===== config.mk =====
export PLATFORM = sky130hd
export DESIGN_NAME = gyro_heading_turn_controller
export DESIGN_NICKNAME = d
export VERILOG_FILES = /design/src/design/ghtc_pkg.sv /design/src/design/ghtc_csr.sv /design/src/design/ghtc_angle_err.sv /design/src/design/gyro_heading_turn_controller.sv
export SDC_FILE = /design/constraint.sdc
export NUM_CORES = 1
export LEC_CHECK = 0
export ABC_AREA = 1
export CORE_MARGIN = 10
export CORE_UTILIZATION = 26
export DETAILED_ROUTE_END_ITERATION = 7
export DONT_BUFFER_PORTS = 1
export GPL_TIMING_DRIVEN = 0
export HOLD_SLACK_MARGIN = 0.02
export SYNTH_ARGS = -nofsm -noshare
export SYNTH_HDL_FRONTEND = slang
export SYNTH_HIERARCHICAL = 1
export SYNTH_SLANG_ARGS = --single-unit

===== constraint.sdc =====
create_clock -name clock -period 22.3 [get_ports clock]
set_input_delay 4.46 -clock clock [delete_from_list [all_inputs] [get_ports clock]]
set_output_delay 4.46 -clock clock [all_outputs]
set_load 0.02 [all_outputs]

===== src/design/ghtc_pkg.sv =====
`timescale 1ns / 1ps

package ghtc_pkg;

   localparam int ANGLE_W    = 12;
   localparam int DUTY_W     = 10;
   localparam int TICKS_W    = 16;
   localparam int BAND_W     = 11;
   localparam int CSR_IDX_W  = 3;
   localparam int CSR_DATA_W = 16;

   // One full turn and half a turn, in tenths of a degree.
   localparam logic [ANGLE_W:0]   ANGLE_FULL = 13'd3600;
   localparam logic [ANGLE_W-1:0] ANGLE_HALF = 12'd1800;

   localparam logic [DUTY_W-1:0]  COARSE_DUTY_RESET = 10'd100;
   localparam logic [DUTY_W-1:0]  FINE_DUTY_RESET   = 10'd51;
   localparam logic [TICKS_W-1:0] SETTLE_RESET      = 16'd200;
   localparam logic [TICKS_W-1:0] PAUSE_RESET       = 16'd150;
   localparam logic [BAND_W-1:0]  COARSE_BAND_RESET = 11'd150;
   localparam logic [BAND_W-1:0]  FINE_BAND_RESET   = 11'd10;

   typedef enum logic [1:0] {
      REQ_TICK  = 2'd0,
      REQ_LEFT  = 2'd1,
      REQ_RIGHT = 2'd2,
      REQ_ABS   = 2'd3
   } req_kind_type;

   typedef enum logic [1:0] {
      DRV_STOP  = 2'd0,
      DRV_LEFT  = 2'd1,
      DRV_RIGHT = 2'd2
   } drive_type;

   typedef enum logic [CSR_IDX_W-1:0] {
      CSR_COARSE_DUTY_L = 3'd0,
      CSR_COARSE_DUTY_R = 3'd1,
      CSR_FINE_DUTY_L   = 3'd2,
      CSR_FINE_DUTY_R   = 3'd3,
      CSR_SETTLE_TICKS  = 3'd4,
      CSR_PAUSE_TICKS   = 3'd5,
      CSR_COARSE_BAND   = 3'd6,
      CSR_FINE_BAND     = 3'd7
   } csr_index_type;

   typedef enum logic [4:0] {
      PH_IDLE   = 5'b00001,
      PH_SETTLE = 5'b00010,
      PH_COARSE = 5'b00100,
      PH_PAUSE  = 5'b01000,
      PH_FINE   = 5'b10000
   } phase_type;

   typedef struct packed {
      logic [1:0]         req_type;
      logic [ANGLE_W-1:0] turn_angle;
      logic [ANGLE_W-1:0] yaw_sample;
   } req_item_type;

   typedef struct packed {
      logic [1:0]        drive_mode;
      logic [DUTY_W-1:0] left_duty;
      logic [DUTY_W-1:0] right_duty;
      logic              busy_res;
      logic              done_res;
   } rsp_item_type;

   typedef struct packed {
      logic [DUTY_W-1:0]  coarse_duty_left;
      logic [DUTY_W-1:0]  coarse_duty_right;
      logic [DUTY_W-1:0]  fine_duty_left;
      logic [DUTY_W-1:0]  fine_duty_right;
      logic [TICKS_W-1:0] settle_ticks;
      logic [TICKS_W-1:0] pause_ticks;
      logic [BAND_W-1:0]  coarse_band;
      logic [BAND_W-1:0]  fine_band;
   } cfg_type;

   // Circular error: neg and pos give the sign, mag the distance (at most half a turn).
   typedef struct packed {
      logic              neg;
      logic              pos;
      logic [BAND_W-1:0] mag;
   } err_type;

   function automatic logic [ANGLE_W-1:0] wrap_angle(input logic [ANGLE_W-1:0] v);
      logic [ANGLE_W:0] d;
      d = {1'b0, v} - ANGLE_FULL;
      if ({1'b0, v} >= ANGLE_FULL) begin
         return d[ANGLE_W-1:0];
      end
      return v;
   endfunction

   // Both operands must be at most one full turn, and not both equal to it.
   function automatic logic [ANGLE_W-1:0] add_mod(input logic [ANGLE_W-1:0] a,
                                                  input logic [ANGLE_W-1:0] b);
      logic [ANGLE_W:0] s;
      s = {1'b0, a} + {1'b0, b};
      if (s >= ANGLE_FULL) begin
         s = s - ANGLE_FULL;
      end
      return s[ANGLE_W-1:0];
   endfunction

endpackage


===== src/design/ghtc_csr.sv =====
`timescale 1ns / 1ps

module ghtc_csr import ghtc_pkg::*; (
   input  logic                  clock,
   input  logic                  reset,
   input  logic                  csr_wr_en,
   input  logic [CSR_IDX_W-1:0]  csr_index,
   input  logic [CSR_DATA_W-1:0] csr_wdata,
   output cfg_type               cfg
);

   cfg_type cfg_ff;
   cfg_type cfg_in;

   always_comb begin
      cfg_in = cfg_ff;
      if (csr_wr_en) begin
         unique case (csr_index_type'(csr_index))
            CSR_COARSE_DUTY_L: cfg_in.coarse_duty_left  = csr_wdata[DUTY_W-1:0];
            CSR_COARSE_DUTY_R: cfg_in.coarse_duty_right = csr_wdata[DUTY_W-1:0];
            CSR_FINE_DUTY_L:   cfg_in.fine_duty_left    = csr_wdata[DUTY_W-1:0];
            CSR_FINE_DUTY_R:   cfg_in.fine_duty_right   = csr_wdata[DUTY_W-1:0];
            CSR_SETTLE_TICKS:  cfg_in.settle_ticks      = csr_wdata[TICKS_W-1:0];
            CSR_PAUSE_TICKS:   cfg_in.pause_ticks       = csr_wdata[TICKS_W-1:0];
            CSR_COARSE_BAND:   cfg_in.coarse_band       = csr_wdata[BAND_W-1:0];
            CSR_FINE_BAND:     cfg_in.fine_band         = csr_wdata[BAND_W-1:0];
            default:           cfg_in = cfg_ff;
         endcase
      end
   end

   always_ff @(posedge clock) begin
      if (reset) begin
         cfg_ff.coarse_duty_left  <= COARSE_DUTY_RESET;
         cfg_ff.coarse_duty_right <= COARSE_DUTY_RESET;
         cfg_ff.fine_duty_left    <= FINE_DUTY_RESET;
         cfg_ff.fine_duty_right   <= FINE_DUTY_RESET;
         cfg_ff.settle_ticks      <= SETTLE_RESET;
         cfg_ff.pause_ticks       <= PAUSE_RESET;
         cfg_ff.coarse_band       <= COARSE_BAND_RESET;
         cfg_ff.fine_band         <= FINE_BAND_RESET;
      end else begin
         cfg_ff <= cfg_in;
      end
   end

   assign cfg = cfg_ff;

endmodule


===== src/design/ghtc_angle_err.sv =====
`timescale 1ns / 1ps

module ghtc_angle_err import ghtc_pkg::*; (
   input  logic [ANGLE_W-1:0] target,
   input  logic [ANGLE_W-1:0] yaw,
   output err_type            err
);

   logic [ANGLE_W:0]   diff_raw;
   logic [ANGLE_W:0]   diff_sub;
   logic [ANGLE_W-1:0] diff;
   logic [ANGLE_W:0]   diff_neg;

   // Both angles are already below a full turn, so one subtraction wraps the difference.
   assign diff_raw = {1'b0, target} + ANGLE_FULL - {1'b0, yaw};
   assign diff_sub = diff_raw - ANGLE_FULL;
   assign diff     = (diff_raw >= ANGLE_FULL) ? diff_sub[ANGLE_W-1:0] : diff_raw[ANGLE_W-1:0];
   assign diff_neg = ANGLE_FULL - {1'b0, diff};

   assign err.neg = (diff > ANGLE_HALF);
   assign err.pos = (diff <= ANGLE_HALF) && (diff != '0);
   assign err.mag = err.neg ? diff_neg[BAND_W-1:0] : diff[BAND_W-1:0];

endmodule


===== src/design/gyro_heading_turn_controller.sv =====
`timescale 1ns / 1ps

// Channel   Direction  Handshake             Payload
// req_      in         req_valid/req_stall   req_item (req_type, turn_angle, yaw_sample)
// rsp_      out        rsp_valid/rsp_stall   rsp_item (drive_mode, duties, busy, done)
// csr_      in         csr_wr_en             csr_index, csr_wdata
//
// Every request beat gives exactly one response beat, registered in the response register.
// A new request can be taken every cycle unless the response stalls; the whole step is one
// pass from the input register through the angle error unit into the response register.
// Reset is synchronous and restores the idle phase and the register defaults.
// A stalled response holds its register, and the input register fills behind it before
// req_stall rises.

module gyro_heading_turn_controller import ghtc_pkg::*; (
   input  logic                  clock,
   input  logic                  reset,
   input  logic                  req_valid,
   output logic                  req_stall,
   input  req_item_type          req_item,
   output logic                  rsp_valid,
   input  logic                  rsp_stall,
   output rsp_item_type          rsp_item,
   input  logic                  csr_wr_en,
   input  logic [CSR_IDX_W-1:0]  csr_index,
   input  logic [CSR_DATA_W-1:0] csr_wdata
);

   cfg_type cfg;

   logic         s1_valid_ff;
   req_item_type s1_item_ff;
   logic         rsp_valid_ff;
   rsp_item_type rsp_item_ff;
   rsp_item_type rsp_item_in;

   phase_type          phase_ff, phase_in;
   logic [ANGLE_W-1:0] target_ff, target_in;
   logic [1:0]         pend_kind_ff, pend_kind_in;
   logic [ANGLE_W-1:0] pend_angle_ff, pend_angle_in;
   drive_type          dir_ff, dir_in;
   logic [TICKS_W-1:0] delay_ff, delay_in;

   logic               out_free;
   logic               fire;
   logic [ANGLE_W-1:0] yaw;
   logic [ANGLE_W-1:0] pend_angle;
   logic [ANGLE_W-1:0] new_target;
   logic               sampling;
   logic [ANGLE_W-1:0] err_target;
   err_type            err;
   logic [ANGLE_W:0]   right_step;

   ghtc_csr u_csr (
      .clock     (clock),
      .reset     (reset),
      .csr_wr_en (csr_wr_en),
      .csr_index (csr_index),
      .csr_wdata (csr_wdata),
      .cfg       (cfg)
   );

   assign out_free  = !rsp_valid_ff || !rsp_stall;
   assign fire      = s1_valid_ff && out_free;
   assign req_stall = s1_valid_ff && !out_free;

   assign yaw        = wrap_angle(s1_item_ff.yaw_sample);
   assign pend_angle = wrap_angle(pend_angle_ff);
   assign right_step = ANGLE_FULL - {1'b0, pend_angle};

   always_comb begin
      priority case (req_kind_type'(pend_kind_ff))
         REQ_LEFT:  new_target = add_mod(yaw, pend_angle);
         REQ_RIGHT: new_target = add_mod(yaw, right_step[ANGLE_W-1:0]);
         default:   new_target = pend_angle;
      endcase
   end

   // The start heading is sampled on the tick that ends the settle count.
   assign sampling   = (phase_ff == PH_SETTLE) && (delay_ff == '0);
   assign err_target = sampling ? new_target : target_ff;

   ghtc_angle_err u_err (
      .target (err_target),
      .yaw    (yaw),
      .err    (err)
   );

   always_comb begin
      logic      eval_coarse;
      logic      eval_fine;
      drive_type coarse_dir;

      eval_coarse   = 1'b0;
      eval_fine     = 1'b0;
      coarse_dir    = dir_ff;
      phase_in      = phase_ff;
      target_in     = target_ff;
      pend_kind_in  = pend_kind_ff;
      pend_angle_in = pend_angle_ff;
      dir_in        = dir_ff;
      delay_in      = delay_ff;

      rsp_item_in            = '0;
      rsp_item_in.drive_mode = DRV_STOP;
      rsp_item_in.busy_res   = 1'b1;

      unique case (phase_ff)
         PH_IDLE: begin
            if (req_kind_type'(s1_item_ff.req_type) != REQ_TICK) begin
               pend_kind_in  = s1_item_ff.req_type;
               pend_angle_in = s1_item_ff.turn_angle;
               delay_in      = cfg.settle_ticks;
               phase_in      = PH_SETTLE;
            end else begin
               rsp_item_in.busy_res = 1'b0;
            end
         end
         PH_SETTLE: begin
            if (delay_ff != '0) begin
               delay_in = delay_ff - 1'b1;
            end else begin
               target_in = new_target;
               priority case (req_kind_type'(pend_kind_ff))
                  REQ_LEFT:  coarse_dir = DRV_LEFT;
                  REQ_RIGHT: coarse_dir = DRV_RIGHT;
                  default:   coarse_dir = err.neg ? DRV_RIGHT : DRV_LEFT;
               endcase
               dir_in      = coarse_dir;
               eval_coarse = 1'b1;
            end
         end
         PH_COARSE: begin
            eval_coarse = 1'b1;
         end
         PH_PAUSE: begin
            if (delay_ff != '0) begin
               delay_in = delay_ff - 1'b1;
            end else begin
               eval_fine = 1'b1;
            end
         end
         PH_FINE: begin
            eval_fine = 1'b1;
         end
         default: begin
            phase_in             = PH_IDLE;
            rsp_item_in.busy_res = 1'b0;
         end
      endcase

      if (eval_coarse) begin
         if (err.mag > cfg.coarse_band) begin
            phase_in               = PH_COARSE;
            rsp_item_in.drive_mode = coarse_dir;
            rsp_item_in.left_duty  = cfg.coarse_duty_left;
            rsp_item_in.right_duty = cfg.coarse_duty_right;
         end else begin
            phase_in = PH_PAUSE;
            delay_in = cfg.pause_ticks;
         end
      end

      if (eval_fine) begin
         if (err.mag <= cfg.fine_band) begin
            phase_in             = PH_IDLE;
            dir_in               = DRV_STOP;
            rsp_item_in.busy_res = 1'b0;
            rsp_item_in.done_res = 1'b1;
         end else begin
            phase_in               = PH_FINE;
            rsp_item_in.drive_mode = err.pos ? DRV_LEFT : DRV_RIGHT;
            rsp_item_in.left_duty  = cfg.fine_duty_left;
            rsp_item_in.right_duty = cfg.fine_duty_right;
         end
      end
   end

   always_ff @(posedge clock) begin
      if (reset) begin
         s1_valid_ff   <= 1'b0;
         rsp_valid_ff  <= 1'b0;
         phase_ff      <= PH_IDLE;
         target_ff     <= '0;
         pend_kind_ff  <= '0;
         pend_angle_ff <= '0;
         dir_ff        <= DRV_STOP;
         delay_ff      <= '0;
      end else begin
         if (req_valid && !req_stall) begin
            s1_valid_ff <= 1'b1;
         end else if (fire) begin
            s1_valid_ff <= 1'b0;
         end

         if (fire) begin
            rsp_valid_ff  <= 1'b1;
            phase_ff      <= phase_in;
            target_ff     <= target_in;
            pend_kind_ff  <= pend_kind_in;
            pend_angle_ff <= pend_angle_in;
            dir_ff        <= dir_in;
            delay_ff      <= delay_in;
         end else if (!rsp_stall) begin
            rsp_valid_ff <= 1'b0;
         end
      end
   end

   always_ff @(posedge clock) begin
      if (req_valid && !req_stall) begin
         s1_item_ff <= req_item;
      end
      if (fire) begin
         rsp_item_ff <= rsp_item_in;
      end
   end

   assign rsp_valid = rsp_valid_ff;
   assign rsp_item  = rsp_item_ff;

   // A stopped drive never carries a duty.
   assert property (@(posedge clock) disable iff (reset)
      rsp_valid_ff && (rsp_item_ff.drive_mode == DRV_STOP) |->
         (rsp_item_ff.left_duty == '0) && (rsp_item_ff.right_duty == '0))
      else $error("stop beat carries a nonzero duty");

   // The done beat closes the turn: the sequencer is idle right after it.
   assert property (@(posedge clock) disable iff (reset)
      fire && rsp_item_in.done_res |=> (phase_ff == PH_IDLE) && (dir_ff == DRV_STOP))
      else $error("done beat did not return the sequencer to idle");

   assert property (@(posedge clock) disable iff (reset)
      rsp_valid_ff |-> !(rsp_item_ff.busy_res && rsp_item_ff.done_res))
      else $error("busy and done set in the same beat");

   // A pending count only ticks down by one per beat.
   assert property (@(posedge clock) disable iff (reset)
      fire && ((phase_ff == PH_SETTLE) || (phase_ff == PH_PAUSE)) && (delay_ff != '0) |=>
         (delay_ff == $past(delay_ff) - 1'b1) && (phase_ff == $past(phase_ff)))
      else $error("delay count did not step by one");

   // An idle tick leaves the sequencer idle and reports not busy.
   assert property (@(posedge clock) disable iff (reset)
      fire && (phase_ff == PH_IDLE) && (s1_item_ff.req_type == REQ_TICK) |=>
         (phase_ff == PH_IDLE) && rsp_valid_ff && !rsp_item_ff.busy_res)
      else $error("idle tick changed the sequencer");

endmodule


Yosys cells after proc, flatten, opt, wreduce, memory -nomap -nowiden
Cells that the tools add are included.
W data, S select, Z words.
{ "classes": {"add_sub_neg": 12, "order_cmp": 9, "n_eq_ne": 17, "muxes": 44, "bitwise_logic": 1, "reduce_logical": 29} }
{ "ops": {"columns": ["operator", "n"], "rows": [
  ["$mux W12", 8],
  ["$mux W22", 3],
  ["$mux W16", 4],
  ["$sub A12 B12 Y12 const B", 5],
  ["$ge A13 B12 Y1 const B", 3],
  ["$pmux W16 S2", 1],
  ["$add A12 B12 Y13", 2],
  ["$ge A12 B12 Y1 const B", 2],
  ["$mux W24", 1],
  ["$pmux W12 S2", 1],
  ["$mux W5", 4],
  ["$logic_not A16 Y1", 1],
  ["$reduce_and A2 Y1", 8],
  ["$reduce_bool A16 Y1", 1],
  ["$sub A16 B1 Y16 const B", 1],
  ["$mux W2", 7],
  ["$add A12 B12 Y13 const B", 1],
  ["$sub A13 B12 Y13", 1],
  ["$eq A3 B3 Y1 const B", 4],
  ["$gt A12 B11 Y1 const B", 1],
  ["$le A12 B11 Y1 const B", 1],
  ["$reduce_bool A12 Y1", 1],
  ["$sub A12 B12 Y12 const A", 1],
  ["$gt A11 B11 Y1", 1],
  ["other kinds (29)", 49]
]} }
{ "totals": {"register_bits": 195, "in_bits": 50, "output_inout_bits": 26, "elab_cells": 136} }

Logic depth before layout (Yosys ltp)
Gate-level depths: netlist of run 1.
{ "logic_depth": {"depth_word": 22, "depth_mapped": 66} }

Modules after synthesis
The synthesis of run 1 kept the hierarchy.
{ "modules_own_cells": {"columns": ["module", "instances", "cells_each", "area_per_inst_um2", "seq_area_each_um2"], "rows": [
  ["gyro_heading_turn_controller", 1, 1132, 8250.4, 2522.4],
  ["ghtc_csr", 1, 518, 3631.0, 1881.8],
  ["ghtc_angle_err", 1, 288, 1612.8, 0.0]
]} }

Worst setup path before layout of run 1
No wires, ideal clock.
{ "synth_path": {"path_kind": "input -> output", "from": "input port rsp_stall", "to": "output port req_stall", "t_arrival_ps": 4852, "required_ps": 17840, "path_slack_ps": 12988, "cell_stages": 2, "path_buffers": 0, "path_cell_list": "nand2_1 > nor2_1"} }
{ "synth_via": {"elab_chain_cells": 4} }
{ "synth_lines": {"columns": ["item", "line", "rtl"], "rows": [
  ["from (decl)", "gyro_heading_turn_controller.sv:22", "input logic rsp_stall,"],
  ["$logic_not A1 Y1", null, null],
  ["$logic_or A1 B1 Y1", "gyro_heading_turn_controller.sv:63", "assign out_free = !rsp_valid_ff || !rsp_stall;"],
  ["$logic_not A1 Y1", "gyro_heading_turn_controller.sv:65", "assign req_stall = s1_valid_ff && !out_free;"],
  ["$logic_and A1 B1 Y1", "gyro_heading_turn_controller.sv:65", null],
  ["to (decl)", "gyro_heading_turn_controller.sv:19", "output logic req_stall,"]
]} }
No other way between the ends.

==> impl_results.md, run 1 <==
- Initial Util: 0.2630
- Most common flop cell mapped by yosys: dfxtp_1
- Slowest cell delay on critical path: 530 ps
- Hold/Removal Path Class: flip-flop to flip-flop
- Setup WS pre-CTS: 12790 ps
- Die W: 247.8 um
- List of most frequent post-synthesis cells: nand2_1 (499), inv_1 (241), nor2_1 (225), nand3_1 (192), dfxtp_1 (145)
- I/O Buffers: 0
- CP Launch Type: flip-flop
- Cell Rows: 83
- Max frequency: 104.1 MHz
- Congestion Overflow GR: 0
- Pint: 0.0006638 W
- TritonRoute pass-1 iters: 6
- Layout cell share with drive strength beyond 1: 0.08782
- Final Max Tran Viols: 0
- Initial antenna violation count: 0
- Final Setup Violations: 0
- Max Cap Violations: 0
- Cell count after synthesis: 1938
- Via density: 4.717
- Setup TNS: 0 ps
- Status: finished, final reports clean
- Syn avg cell area: 6.963 sq um
- Setup ws final: 12690 ps
- Setup repair after global routing missed its margin: no
- ANT nets after route: 0
- Post-CTS Resized: 0
- GP Congestion: 0.9171
- Detailed Place HPWL: 31590 um
- Post-synth EDFFs: 50
- Comb power frac: 0.372
- Initial DRC count: 825
- Min Tclk post-route: ~9600 ps
- Netlist cell types: between 50 and 60
- Sequential share of the synthesized area: 0.3264
- Gr usage total: 0.1291
- WS Path Type: flip-flop to flip-flop
- Cell taking the most area after synthesis: dfxtp_1
- DRC errors left: 0
- Asr flop ratio synth: 0
- Power Density: approximately 74 nW/um^2
- Largest net degree at the start of global routing: 34
- NumNets Final: ~2.1k
- Synthesis-stage register bit count: 195
- Clock Power Share: 0.276
- Endpoints failing hold: 0
- Vias in the first global route: 12.19k
- Mapped Nets: ~2.1k
- Die Area: 61410 sq um
- Clock root cell: clkbuf_16
- Crit path capture type: flip-flop
- Most frequent cell after synthesis: nand2_1
- Synth warn: 6
- Postcts setup bufs: 0
- Arrival @ worst endpoint: ~10000 ps
- Fill cell instance count of the final layout: 5659
- TritonCTS clock tree: done
- Die Span Y: roughly 250 um
- Sw Share: 0.4031
- Req. time, crit path: 22610 ps
- Antenna diodes: 0
- Synth top area share: 0.2151
- Peak VDD IR: between 50 and 60 uV
- CP max-delay cell: clkbuf_1
- Critical-path maximum fanout: 10
- Share of power burned in registers: 0.352
- Hold-fix buffers at CTS: 0
- Relative slew slack: 0.3678
- Drt wl/cell: 15.01 um
- Final wirelength: 39770 um
- First-pass GRT wire length: about 64000 um
- Htree depth: 4
- Clk buf depth: 2
- Core Box Area: 51300 sq um
- Worst-Skew Late Latency: 460 ps
- Final worst-path cycle share: 0.4308
- Net switching power: 0.0004483 W
- Slew @ Worst Pin: 947.3 ps
- Vias: 12.50k
- Clock Skews: about 22 ps
- CTS sink cnt: 195
- Synth area leaders: dfxtp_1 (22%), nand2_1 (14%), edfxtp_1 (11%)
- Mapped cell area: 13490 sq um
- Number of placed I/O pins: 76
- Number of buffers created by CTS: 17
- Cell mode on critical path: nand2_1
- Clock-pin slew on the worst setup and hold paths: 80 ps
- Leak pwr: approximately 7 nW
- Area Growth Syn to Fin: 10.65%
-- worst max-delay path: cells and delay by family, from the launching register on --
family	cells	cell delay [ps]
simple gates	32	3490
buf+inv	11	1520
xor+xnor	3	790
fa+ha+maj	6	1680
flops	1	390
compound gates	10	1560
-- cell families (layout without fill, tap and decap cells) --
group,after synthesis,count (layout),synth area share
AO/OA/AOI/OAI,235,235,0.1131
AND/OR/NAND/NOR,1059,1059,0.3546
buffers and inverters,316,348,0.09152
flip-flops,195,195,0.3264
adder cells (fa/ha/maj),86,86,0.08141
XOR/XNOR,47,47,0.03301
-- cell usage in the layout, fill, tap and decap left out, types with 9 or more instances in the layout --
master	count
inv_1	241
nor2_2	17
edfxtp_1	50
buf_2	21
clkbuf_16	17
nor3_1	14
nand3_2	9
o211ai_1	17
inv_2	17
a32o_1	21
dfxtp_1	145
ha_1	83
a22oi_1	15
xor2_1	39
nor2_1	225
a21oi_1	71
nand2_1	499
a21oi_2	9
nand3_1	192
clkbuf_1	24
nand4_1	35
o21ai_0	46
nand2_2	29
o21ai_1	20
-- power groups by stage --
stage / Clock [W] / Combinational (W) / Sequential [W]
after floorplan: 0 / 0.000317 / 0.000394
after global placement: 0 / 0.000403 / 0.000399
after detailed placement: 0 / 0.000411 / 0.000400
after CTS: 0.000314 / 0.000413 / 0.000391
after global routing: 0.000327 / 0.000473 / 0.000393
final: 0.000307 / 0.000414 / 0.000391
-- sequential cells by signal, indices dropped and copies added, names as in the netlist, 2 cells and up --
signal	cells
delay_ff	16
dir_ff	2
pend_angle_ff	12
pend_kind_ff	2
phase_ff	5
rsp_item	24
s1_item_ff	26
target_ff	12
u_csr/cfg	94
-- worst paths after layout --
| path | from | endpoint | slack [ps] | depth (start not counted) |
|---|---|---|---|---|
| min | u_csr/cfg[18]$_SDFFE_PP1P_ | u_csr/cfg[18]$_SDFFE_PP1P_ | 460 | 2 |
| max reg2reg | pend_angle_ff[1]$_SDFFE_PP0P_ | rsp_item[21]$_DFFE_PP_ | 12690 | 62 |
| max | pend_angle_ff[1]$_SDFFE_PP0P_ | rsp_item[21]$_DFFE_PP_ | 12690 | 62 |
| min reg2reg | u_csr/cfg[18]$_SDFFE_PP1P_ | u_csr/cfg[18]$_SDFFE_PP1P_ | 460 | 2 |
-- through the flow --
| step | hold WS [ps] | total power [W] | cell area, sq um | instances | utilization |
|---|---|---|---|---|---|
| floorplan | 424.5 | 0.0007113 | 13490 | 1938 | - |
| global placement | 438.5 | 0.0008021 | 14350 | 2618 | 0.2796 |
| detailed placement | 447.9 | 0.0008102 | 14350 | 2618 | 0.2796 |
| CTS | 466.0 | 0.001119 | 14930 | 2650 | 0.2911 |
| global route | 500.2 | 0.001193 | 14930 | 2650 | 0.2911 |
| finish | 464.0 | 0.001112 | 14930 | 2650 | 0.2911 |
-- layout make-up --
| cell class | instances | area [sq um] | area share |
|---|---|---|---|
| multi-input combinational | 1427 | 7855 | 0.5261 |
| sequential | 195 | 4404 | 0.2950 |
| inverter | 260 | 975.9 | 0.06536 |
| tap | 680 | 850.8 | 0.05698 |
| clock buffer | 17 | 425.4 | 0.02849 |
| buffer | 56 | 260.3 | 0.01743 |
| clock inverter | 15 | 160.2 | 0.01073 |
-- routing by layer --
layer / global-route usage / wire length [um]
met3: 0.02279 / 2121
met5: 0 / 0
met4: 0.05110 / 1198
met2: 0.2212 / 19120
met1: 0.1576 / 17330
No activity file was read; power rests on OpenSTA's default activity.
==> run 2, diff against run 1 <==
Settings changed: ABC_AREA 1 to 0.
Clock period 22.3 ns to 10.1 ns, I/O delays scaled along.
==> run 2 against run 1 <==
Via count is 7.0% lower; highest routed layer unchanged; routed wire length grew 0.84%; sequential cell count stayed put; cell area is 7.9% higher.
==> impl_results.md, run 2 <==
- Status: finished, final reports clean (unchanged)
- Cell taking the most area after synthesis: dfxtp_1 (unchanged)
- Critical-path maximum fanout: 10 (unchanged)
- Vias in the first global route: 11.06k (was 12.19k)
- Critical Path Sink: delay_ff[10]$_SDFFE_PP0P_ (was rsp_item[21]$_DFFE_PP_)
- Relative slew slack: 0.2615 (was 0.3678)
- Initial Util: 0.2634 (was 0.2630)
- Gr usage total: 0.1271 (was 0.1291)
- TritonCTS clock tree: done (unchanged)
- GP Congestion: 0.9229 (was 0.9171)
- Number of placed I/O pins: 76 (unchanged)
- Syn avg cell area: 8.965 sq um (was 6.963 sq um)
- Asr flop ratio synth: 0 (unchanged)
- Setup TNS: 0 ps (unchanged)
- Core Box Area: 50170 sq um (was 51300 sq um)
- Slew @ Worst Pin: 1096 ps (was 947.3 ps)
- CTS sink cnt: 195 (unchanged)
- Crit. Startpoint: pend_angle_ff[4]$_SDFFE_PP0P_ (was pend_angle_ff[1]$_SDFFE_PP0P_)
- Antenna diodes: 0 (unchanged)
- Reg2reg start: pend_angle_ff[4]$_SDFFE_PP0P_ (was pend_angle_ff[1]$_SDFFE_PP0P_)
- Reg-to-Reg End: delay_ff[10]$_SDFFE_PP0P_ (was rsp_item[21]$_DFFE_PP_)
- Cell Rows: 82 (was 83)
- Placed insts: 2147 (was 2618)
- ANT nets after route: 0 (unchanged)
- Most common flop cell mapped by yosys: dfxtp_1 (unchanged)
- Setup WS pre-CTS: -2111 ps (was 12790 ps)
- Leak pwr: 6.570 nW (was 6.830 nW)
- Detailed Place HPWL: 29440 um (was 31590 um)
- Commonest non-fill, non-tap cells in the layout: dfxtp_1 (141), mux2i_1 (113), nor2_1 (110), nand2b_1 (94), inv_1 (89) (was nand2_1 (499), inv_1 (241), nor2_1 (225), nand3_1 (192), dfxtp_1 (145))
- Final Max Tran Viols: 0 (unchanged)
- Die Span Y: 245.4 um (was 247.8 um)
- NumNets Final: 1701 (was 2093)
- Hold/Removal Path Class: flip-flop to flip-flop (unchanged)
- Clock root cell: clkbuf_16 (unchanged)
- Final Setup Violations: 0 (unchanged)
- Fin cells: 2250 (was 2650)
- Post-synth EDFFs: 50 (unchanged)
- First-pass GRT wire length: 62020 um (was 63690 um)
- Final core utilization: 0.3210 (was 0.2911)
- Final Total Pwr: 0.002486 W (was 0.001112 W)
- Vias: 11.62k (was 12.50k)
- Drt wl/cell: 17.82 um (was 15.01 um)
- Via density: 5.166 (was 4.717)
- Htree depth: 4 (unchanged)
- WS Path Type: flip-flop to flip-flop (unchanged)
- Worst-Skew Late Latency: 470 ps (was 460 ps)
- Mapped Nets: 1610 (was 2074)
- Arrival @ worst endpoint: 10060 ps (was 9920 ps)
- CP Launch Type: flip-flop (unchanged)
- Clock Skews: 16.33 ps (was 21.56 ps)
- Power Density: 154.4 nW/um^2 (was 74.48 nW/um^2)
- Initial DRC count: 810 (was 825)
- R2R depth: 47 (was 62)
- Commonest non-fill, non-tap cell in the layout: dfxtp_1 (was nand2_1)
- Endpoints failing hold: 0 (unchanged)
- Layout cell share with drive strength beyond 1: 0.1857 (was 0.08782)
- Crit path capture type: flip-flop (unchanged)
- Area Growth Syn to Fin: 21.87% (was 10.65%)
- Final wirelength: 40110 um (was 39770 um)
- Synthesis-stage register bit count: 195 (unchanged)
- Cell count after synthesis: 1474 (was 1938)
- Final worst-path cycle share: 0.9634 (was 0.4308)
- Fill cell instance count of the final layout: 5108 (was 5659)
- Max Cap Violations: 0 (unchanged)
- Largest register FFs: 94 (unchanged)
- Slowest cell delay on critical path: 390 ps (was 530 ps)
- Most frequent cell after synthesis: dfxtp_1 (was nand2_1)
- Initial antenna violation count: 0 (unchanged)
- Mapped cell area: 13210 sq um (was 13490 sq um)
- TritonRoute pass-1 iters: 5 (was 6)
- Setup ws final: 369.6 ps (was 12690 ps)
- Peak VDD IR: 124.2 uV (was 56.52 uV)
- Largest net degree at the start of global routing: 34 (unchanged)
- Clk buf depth: 2 (unchanged)
- Min Tclk post-route: 9730 ps (was 9606 ps)
- Hold-fix buffers at CTS: 0 (unchanged)
- CP max-delay cell: dfxtp_4 (was clkbuf_1)
- Die W: 245.4 um (was 247.8 um)
- Netlist cell types: 99 (was 59)
- Register-to-Register Setup Slack: 370 ps (was 12690 ps)
- Clock-pin slew on the worst setup and hold paths: 80 ps (about the same)
- Sequential share of the synthesized area: 0.3333 (was 0.3264)
- Synth top area share: 0.2197 (was 0.2151)
- I/O Buffers: 0 (unchanged)
- Synth warn: 6 (unchanged)
- List of most frequent post-synthesis cells: dfxtp_1 (145), mux2i_1 (114), nor2_1 (112), nand2b_1 (94), inv_1 (92) (was nand2_1 (499), inv_1 (241), nor2_1 (225), nand3_1 (192), dfxtp_1 (145))
- Synth area leaders: dfxtp_1 (22%), edfxtp_1 (11%), mux2i_1 (8.6%) (was dfxtp_1 (22%), nand2_1 (14%), edfxtp_1 (11%))
- Max frequency: 102.8 MHz (was 104.1 MHz)
- Die Area: 60240 sq um (was 61410 sq um)
- Number of buffers created by CTS: 17 (unchanged)
- Req. time, crit path: 10430 ps (was 22610 ps)
- DRC errors left: 0 (unchanged)
- Congestion Overflow GR: 0 (unchanged)
-- run 2: cell types whose count changed after synthesis, sizes merged, moves of 29 or more --
cell	previous run	this run
clkbuf	25	57
and3	0	29
nand2	529	80
nand3	208	54
nand2b	0	94
mux2i	0	114
inv	258	92
nor2	247	113
-- run 2: logic make-up after synthesis --
logic type,Yosys count,synth area share
mux,117,0.08891
xor+xnor,52,0.03788
flops,195,0.3333
buf+inv,172,0.05340
simple gates,504,0.2063
fa+ha+maj,86,0.08314
compound gates,348,0.1970
-- run 2: cell type report --
class | instances | area [sq um] | share of cell area
Buffer | 75 | 382.9 | 0.02377
Clock buffer | 17 | 425.4 | 0.02642
Clock inverter | 15 | 241.5 | 0.01499
Inverter | 92 | 345.3 | 0.02144
Multi-Input combinational cell | 1108 | 8833 | 0.5485
Sequential cell | 195 | 4417 | 0.2743
Tap cell | 672 | 840.8 | 0.05221
Timing Repair Buffer | 76 | 618.1 | 0.03838
-- run 2: per-stage QoR --
stage / area [sq um] / hold slack, ps
6_report: 16100 / 474.0
5_1_grt: 16100 / 496.4
4_1_cts: 15250 / 475.6
3_5_place_dp: 14080 / 455.9
3_3_place_gp: 14060 / 452.6
2_1_floorplan: 13220 / 440.6
-- run 2: metal layers --
layer,vias to the layer above,GRT usage,routed length (um)
li1,5596,-,-
met1,5709,0.1713,18500
met2,273,0.2105,19230
met3,45,0.01477,1757
met4,0,0.03522,620
met5,-,0,0
-- run 2: how the worst min path moves through the flow --
stage                                from                    endpoint  slack (ps)  depth (start not counted)
6_report       u_csr/cfg[33]$_SDFFE_PP0P_  u_csr/cfg[33]$_SDFFE_PP0P_         470                          2
3_5_place_dp    target_ff[9]$_SDFFE_PP0P_   target_ff[9]$_SDFFE_PP0P_         460                          2
3_3_place_gp   target_ff[11]$_SDFFE_PP0P_  target_ff[11]$_SDFFE_PP0P_         450                          2
4_1_cts        target_ff[11]$_SDFFE_PP0P_  target_ff[11]$_SDFFE_PP0P_         480                          2
2_1_floorplan  target_ff[11]$_SDFFE_PP0P_  target_ff[11]$_SDFFE_PP0P_         440                          2
5_1_grt        u_csr/cfg[34]$_SDFFE_PP0P_  u_csr/cfg[34]$_SDFFE_PP0P_         500                          2
-- run 2: critical path: cells and delay by family (launching register included) --
| family | cells | cell delay, ps |
|---|---|---|
| AOI/OAI and AO/OA | 23 | 4370 |
| and+or+nand+nor | 8 | 1780 |
| buffers and inverters | 9 | 1400 |
| adders and majority gates | 5 | 1170 |
| DFF | 1 | 390 |
| muxes | 1 | 340 |
| xor gates and xnor gates | 1 | 140 |
-- run 2: power breakdown --
part | total (W) | leakage (nW) | internal (W) | switching (W)
sequential | 0.000849 | 1.67 | 0.000824 | 0.0000252
clock | 0.000756 | 0.322 | 0.000357 | 0.000399
combinational | 0.000881 | 4.57 | 0.000384 | 0.000497
-- run 2: what timing repair did --
item	in CTS	in global routing
pin swaps	15	50
gates resized for setup	63	129
buffers inserted	25	49
endpoints found under the setup margin	46	46
gates cloned	0	2
hold endpoints to repair	0	0
